`src/rtl/bsfd_pkg.sv`:
```
// Shared types and constants for the Black-Scholes log-price stencil block.
// Used by the controller, the datapath and the top level; depends on nothing.
package bsfd_pkg;

  localparam int IN_W   = 56;
  localparam int OUT_W  = 48;
  localparam int CFG_AW = 2;
  localparam int CFG_DW = 19;
  localparam int VOL_W  = 19;
  localparam int RATE_W = 18;
  localparam int POS_W  = 21;
  localparam int VAL_W  = 32;
  localparam int IDX_W  = 16;
  localparam int H_W    = 22;
  localparam int Q_DEPTH = 4;

  localparam logic [CFG_AW-1:0] REG_VOLATILITY    = 2'd0;
  localparam logic [CFG_AW-1:0] REG_INTEREST_RATE = 2'd1;
  localparam logic [CFG_AW-1:0] REG_UNIFORM_MODE  = 2'd2;

  localparam logic [VOL_W-1:0]  VOL_RESET  = 19'd13107;
  localparam logic [RATE_W-1:0] RATE_RESET = 18'd3277;

  typedef enum logic [3:0] {
    OP_HPVM, OP_HSV0, OP_HMVP, OP_HP2, OP_N1A, OP_HM2, OP_N1B,
    OP_HMHP, OP_P, OP_QV, OP_S2, OP_K2N2, OP_K1N1, OP_QVP
  } op_t;

  typedef enum logic [2:0] {
    S_IDLE, S_DECODE, S_MUL_START, S_MUL_RUN, S_DIV_START, S_DIV_RUN,
    S_PUSH_RES, S_PUSH_MARK
  } state_t;

  typedef struct packed {
    logic accept;
    logic mul_start;
    op_t  op;
    logic div_start;
    logic push_res;
    logic push_mark;
  } cmd_t;

  typedef struct packed {
    logic q_room;
    logic idx_zero;
    logic idx_one;
    logic end_pt;
    logic bad_sp;
    logic mul_done;
    logic div_done;
  } sts_t;

endpackage

```
`src/rtl/bsfd_ctrl.sv`:
```
// Sequencer of the stencil block: accepts points, runs the multiply and divide steps
// and orders the result pushes. Depends on bsfd_pkg.
module bsfd_ctrl import bsfd_pkg::*; (
  input  logic clk,
  input  logic rst_n,
  input  logic in_tvalid,
  input  sts_t sts,
  output cmd_t cmd
);

  state_t state_r, state_nxt;
  op_t    op_r, op_nxt;
  logic   end_r, end_nxt;

  always_ff @(posedge clk) begin
    if (!rst_n) begin
      state_r <= S_IDLE;
      op_r    <= OP_HPVM;
      end_r   <= 1'b0;
    end else begin
      state_r <= state_nxt;
      op_r    <= op_nxt;
      end_r   <= end_nxt;
    end
  end

  always_comb begin
    state_nxt = state_r;
    op_nxt    = op_r;
    end_nxt   = end_r;
    unique case (state_r)
      S_IDLE: begin
        if (in_tvalid && sts.q_room) state_nxt = S_DECODE;
      end
      S_DECODE: begin
        end_nxt = sts.end_pt;
        if (sts.idx_zero || sts.idx_one) begin
          state_nxt = S_IDLE;
        end else if (sts.bad_sp) begin
          state_nxt = S_PUSH_RES;
        end else begin
          op_nxt    = OP_HPVM;
          state_nxt = S_MUL_START;
        end
      end
      S_MUL_START: state_nxt = S_MUL_RUN;
      S_MUL_RUN: begin
        if (sts.mul_done) begin
          if (op_r == OP_QVP) begin
            state_nxt = S_DIV_START;
          end else begin
            op_nxt    = op_t'(4'(op_r) + 4'd1);
            state_nxt = S_MUL_START;
          end
        end
      end
      S_DIV_START: state_nxt = S_DIV_RUN;
      S_DIV_RUN: begin
        if (sts.div_done) state_nxt = S_PUSH_RES;
      end
      S_PUSH_RES: state_nxt = end_r ? S_PUSH_MARK : S_IDLE;
      S_PUSH_MARK: state_nxt = S_IDLE;
      default: state_nxt = S_IDLE;
    endcase
  end

  always_comb begin
    cmd = '0;
    cmd.op = op_r;
    unique case (state_r)
      S_IDLE:      cmd.accept = sts.q_room;
      S_DECODE:    cmd.push_mark = sts.idx_zero || (sts.idx_one && sts.end_pt);
      S_MUL_START: cmd.mul_start = 1'b1;
      S_DIV_START: cmd.div_start = 1'b1;
      S_PUSH_RES:  cmd.push_res = 1'b1;
      S_PUSH_MARK: cmd.push_mark = 1'b1;
      default: ;
    endcase
  end

endmodule

```
`config.mk`:
```
export PLATFORM = sky130hd
export DESIGN_NAME = bsfd_ctrl
export DESIGN_NICKNAME = d
export VERILOG_FILES = /design/src/rtl/bsfd_pkg.sv /design/src/rtl/bsfd_ctrl.sv
export SDC_FILE = /design/constraint.sdc
export NUM_CORES = 1
export LEC_CHECK = 0
export ABC_AREA = 0
export BUFFER_PORTS_ARGS = -buffer_cell sky130_fd_sc_hd__buf_4
export CAP_MARGIN = 20
export CORE_MARGIN = 3
export CORE_UTILIZATION = 40
export CTS_CLUSTER_DIAMETER = 150
export CTS_CLUSTER_SIZE = 12
export DETAILED_ROUTE_END_ITERATION = 7
export GPL_TIMING_DRIVEN = 0
export PLACE_DENSITY = 0.76
export SYNTH_ARGS = -nofsm -noshare
export SYNTH_HDL_FRONTEND = slang
export SYNTH_SLANG_ARGS = --single-unit
```
`constraint.sdc`:
```
create_clock -name clk -period 2.45 [get_ports clk]
set_input_delay 0.3675 -clock clk [delete_from_list [all_inputs] [get_ports clk]]
set_output_delay 0.3675 -clock clk [all_outputs]
set_load 0.05 [all_outputs]
```
After elaboration in Yosys (flattened, before gate mapping)
Cells that the tools add are included.
{ "totals": {"elab_cells": 44, "inputBits": 10, "ff_bits": 8, "latchBits": 0, "rom_bits": 0, "output_inout_bits": 9, "ramBits": 0, "mem_count": 0} }
{ "op_classes": {"addsub": 1, "reduce_logical": 8, "magnitude_cmp": 0, "n_shift": 0, "n_eq_ne": 14, "div": 0, "n_bitwise": 0, "n_mul": 0, "n_mux": 18} }
{ "ops": {"columns": ["cell", "n"], "rows": [
  ["$pmux W3 S8", 1],
  ["$mux W3", 7],
  ["$mux W4", 4],
  ["$eq A3 B3 Y1 const B", 4],
  ["$ne A2 B2 Y1 const B", 6],
  ["$pmux W4 S2", 1],
  ["$eq A3 B2 Y1 const B", 2],
  ["$reduce_and A5 Y1", 1],
  ["$add A4 B1 Y4 const B", 1],
  ["$eq A4 B4 Y1 const B", 1],
  ["$mux W1", 4],
  ["$eq A3 B1 Y1 const B", 1],
  ["$logic_not A3 Y1", 1],
  ["$reduce_and A3 Y1", 1],
  ["$logic_and A1 B1 Y1", 2],
  ["$logic_or A1 B1 Y1", 2],
  ["$pmux W1 S2", 1],
  ["$reduce_bool A2 Y1", 1]
]} }

Logic depth before layout (Yosys ltp)
{ "logic_depth": {"word_depth": 4, "ltp_mapped": 5, "mapped_depth_nobuf": 5} }

Least setup slack after synthesis
Ideal clock, no wire load.
{ "synth_timing": {"kind": "register -> output", "from": "reg state_r[1]", "to": "out cmd[0] in the netlist's numbering", "arrival_ns": 1.658, "path_stages_with_launch": 4, "required_time_ns": 2.082, "path_slack_ns": 0.425, "path_buffers": 1, "path_cell_list": "dfxtp_1 -> clkbuf_1 -> or3_1 -> a21oi_1"} }
{ "synth_lines": {"columns": ["item", "line", "source"], "rows": [
  ["start, declared", "bsfd_ctrl.sv:11", "state_t state_r, state_nxt;"],
  ["start signal, assigned", "bsfd_ctrl.sv:21", "state_r <= state_nxt;"],
  ["end, declared", "bsfd_ctrl.sv:8", "output cmd_t cmd"]
]} }

==> metrics <==
Startpoint Class=register; launch point of the critical path=state_r[2]; layout cells sized above 1=30.1%; Post-route DRC=0; deepest clock path buffer count=2; Post-Route Utilization=60.6%; critical path peak fanout=10; vias in the first global route=490; CTS tree=done; Fin. Hold Viols=0; post-CTS setup buffers=0; P&R area growth vs syn=29.5%; clock skew=0.00482 ns; P_leak=0.315 nW; dpl hpwl=1040 um; status=finished clean; initial antenna violation count=0; Worst path slowest cell=or3_1; commonest non-fill, non-tap cells in the layout=17 x buf_4, 8 x dfxtp_1, 6 x a21oi_1; commonest non-fill, non-tap cell in the layout=buf_4; Worst setup EP type=primary output; setup TNS=0 ns; synthesized cell area=569 um2; hold buffer count at cts=0; clk slew on worst S/H paths=0.05 ns; post-synth cell types=31; Finish-stage setup viols=0; GRT Total Usage=14.9%; chip width=43.7 um; Req. time, crit path=2.08 ns; Starting DRT DRC Count=20; Worst-Skew Late Latency=0.26 ns; diode count=0; Max-Cap Viols=0; vias=608; register bit total from synthesis=8; crit path kind=reg2out; Hold WC Path Type=in2reg; clock root buffer master=clkbuf_4; die height=43.7 um; post-CTS resize count=0; reg2reg setup slack=0.98 ns; DRT Wirelength=1300 um; CORE AREA=0.00122 mm2; CTS Sinks=8; wire per inst=12.2 um; DRT antenna net count=0; Multi-input gate area=369 um2; H-Tree Level Count=1; Tcrit/Tclk final=78.7%; Crit path largest cell delay=0.38 ns; Worst Setup EP=cmd[0]; post-DR vias/cell=5.68; Overflow after GRT=0; fmax=519 MHz; nets=107; post-synthesis net count=85; register area=160 um2; Num CTS Buffers=3; GP Congestion=0.757; Worst Reg2Reg Path Length in Cells=5; IO Port Bufs=17; Mapped Cells=73; Slew Viols, Final=0; PwrDens=399 mW/mm2; Worst VDD drop=0.300 mV; RSZ-0062 raised after global routing=no; full die area=0.00191 mm2; min-delay src=sts[3]; worst slew pin tran=0.384 ns; Yosys warnings=0; global-route wire length before repair=2140 um; Slew HR=74.4%; 1st-pass router iterations=4; row count=12; largest net degree at the start of global routing=11; Mean Syn Cell Area=7.80 um2; Worst Path Arrival=1.56 ns; reg2reg end=op_r[1]; IO Pins=19; worst reg2reg startpoint=op_r[1]; Initial Utilization=46.8%; FILL cells=118; register area share after synthesis=28.1%; minimum clock period after layout=1.93 ns; critical path, cell by cell=clkbuf_1 > or3_1 > a21oi_1 > buf_4
==> worst min-delay path by stage <==
| stage | to | depth (start not counted) |
|---|---|---|
| floorplan | end_r | 2 |
| global placement | op_r[1] | 2 |
| detailed placement | op_r[1] | 2 |
| CTS | end_r | 3 |
| global route | end_r | 3 |
| finish | end_r | 3 |
==> power by group <==
group	internal (mW)	leakage (nW)	total [mW]	switching, mW
clock network	0.0561	0.0138	0.102	0.0455
logic	0.0260	0.236	0.0575	0.0315
registers	0.133	0.0648	0.135	0.00241
==> sequential cells by signal, summed over array words and instances (netlist names) <==
signal	count
op_r	4
state_r	3
end_r	1
==> per-layer routing <==
| layer | vias up | wire length, um | track usage [%] |
|---|---|---|---|
| met3 | 0 | 101 | 6.64 |
| met1 | 281 | 618 | 19.3 |
| met5 | - | 0 | 0 |
| met2 | 17 | 584 | 22.4 |
| li1 | 310 | - | - |
| met4 | 0 | 0 | 3.61 |
==> through the flow <==
stage	std cells	hold WS, ns	worst slack [ns]	instance area (um2)	total power [mW]
6_report	107	0.354	0.523	737	0.294
5_1_grt	107	0.358	0.411	737	0.307
4_1_cts	107	0.357	0.511	737	0.298
3_5_place_dp	104	0.504	0.805	714	0.195
3_3_place_gp	104	0.498	0.790	714	0.195
2_1_floorplan	73	0.487	0.425	569	0.174
==> worst max-delay path, delay by kind of cell (launching register included) <==
family                 cells  cell delay, ns
AND/OR/NAND/NOR            1            0.38
AO/OA/AOI/OAI              1            0.14
buffers and inverters      2            0.43
flip-flops                 1            0.34
==> synthesized netlist by cell type <==
cell type,n,area (um2)
dfxtp_1,8,160
a21oi_1,6,30.0
inv_1,5,18.8
nand2_1,5,18.8
nor2_1,5,18.8
nand2b_1,4,25.0
clkbuf_1,3,11.3
nor3_1,3,15.0
a31oi_1,2,12.5
and2_1,2,12.5
buf_2,2,10.0
ha_1,2,25.0
o211ai_1,2,15.0
o21ai_0,2,10.0
o221a_2,2,22.5
o22ai_1,2,12.5
o32ai_1,2,17.5
or3_1,2,12.5
or4_1,2,15.0
a311oi_1,1,8.76
and3_1,1,6.26
mux2_2,1,11.3
mux2i_1,1,10.0
nand3_1,1,5.00
nand4b_1,1,8.76
nor2b_1,1,6.26
nor4b_2,1,15.0
o21ba_2,1,10.0
o311a_1,1,10.0
or2_2,1,6.26
or3b_1,1,8.76
==> cell families after synthesis <==
logic type / Yosys count / share of synthesized area [%]
AO/OA/AOI/OAI: 21 / 26.2
adder cells (fa/ha/maj): 2 / 4.39
buffers and inverters: 10 / 7.03
flip-flops: 8 / 28.1
multiplexers: 2 / 3.74
AND/OR/NAND/NOR: 30 / 30.5
==> area by class of cell <==
type / count / area share [%]
Buffer: 5 / 2.89
Clock buffer: 3 / 3.06
Inverter: 5 / 2.55
Multi-Input combinational cell: 55 / 50.1
Sequential cell: 8 / 21.7
Tap cell: 14 / 2.38
Timing Repair Buffer: 17 / 17.3
Power figures use the tool's default switching activity.
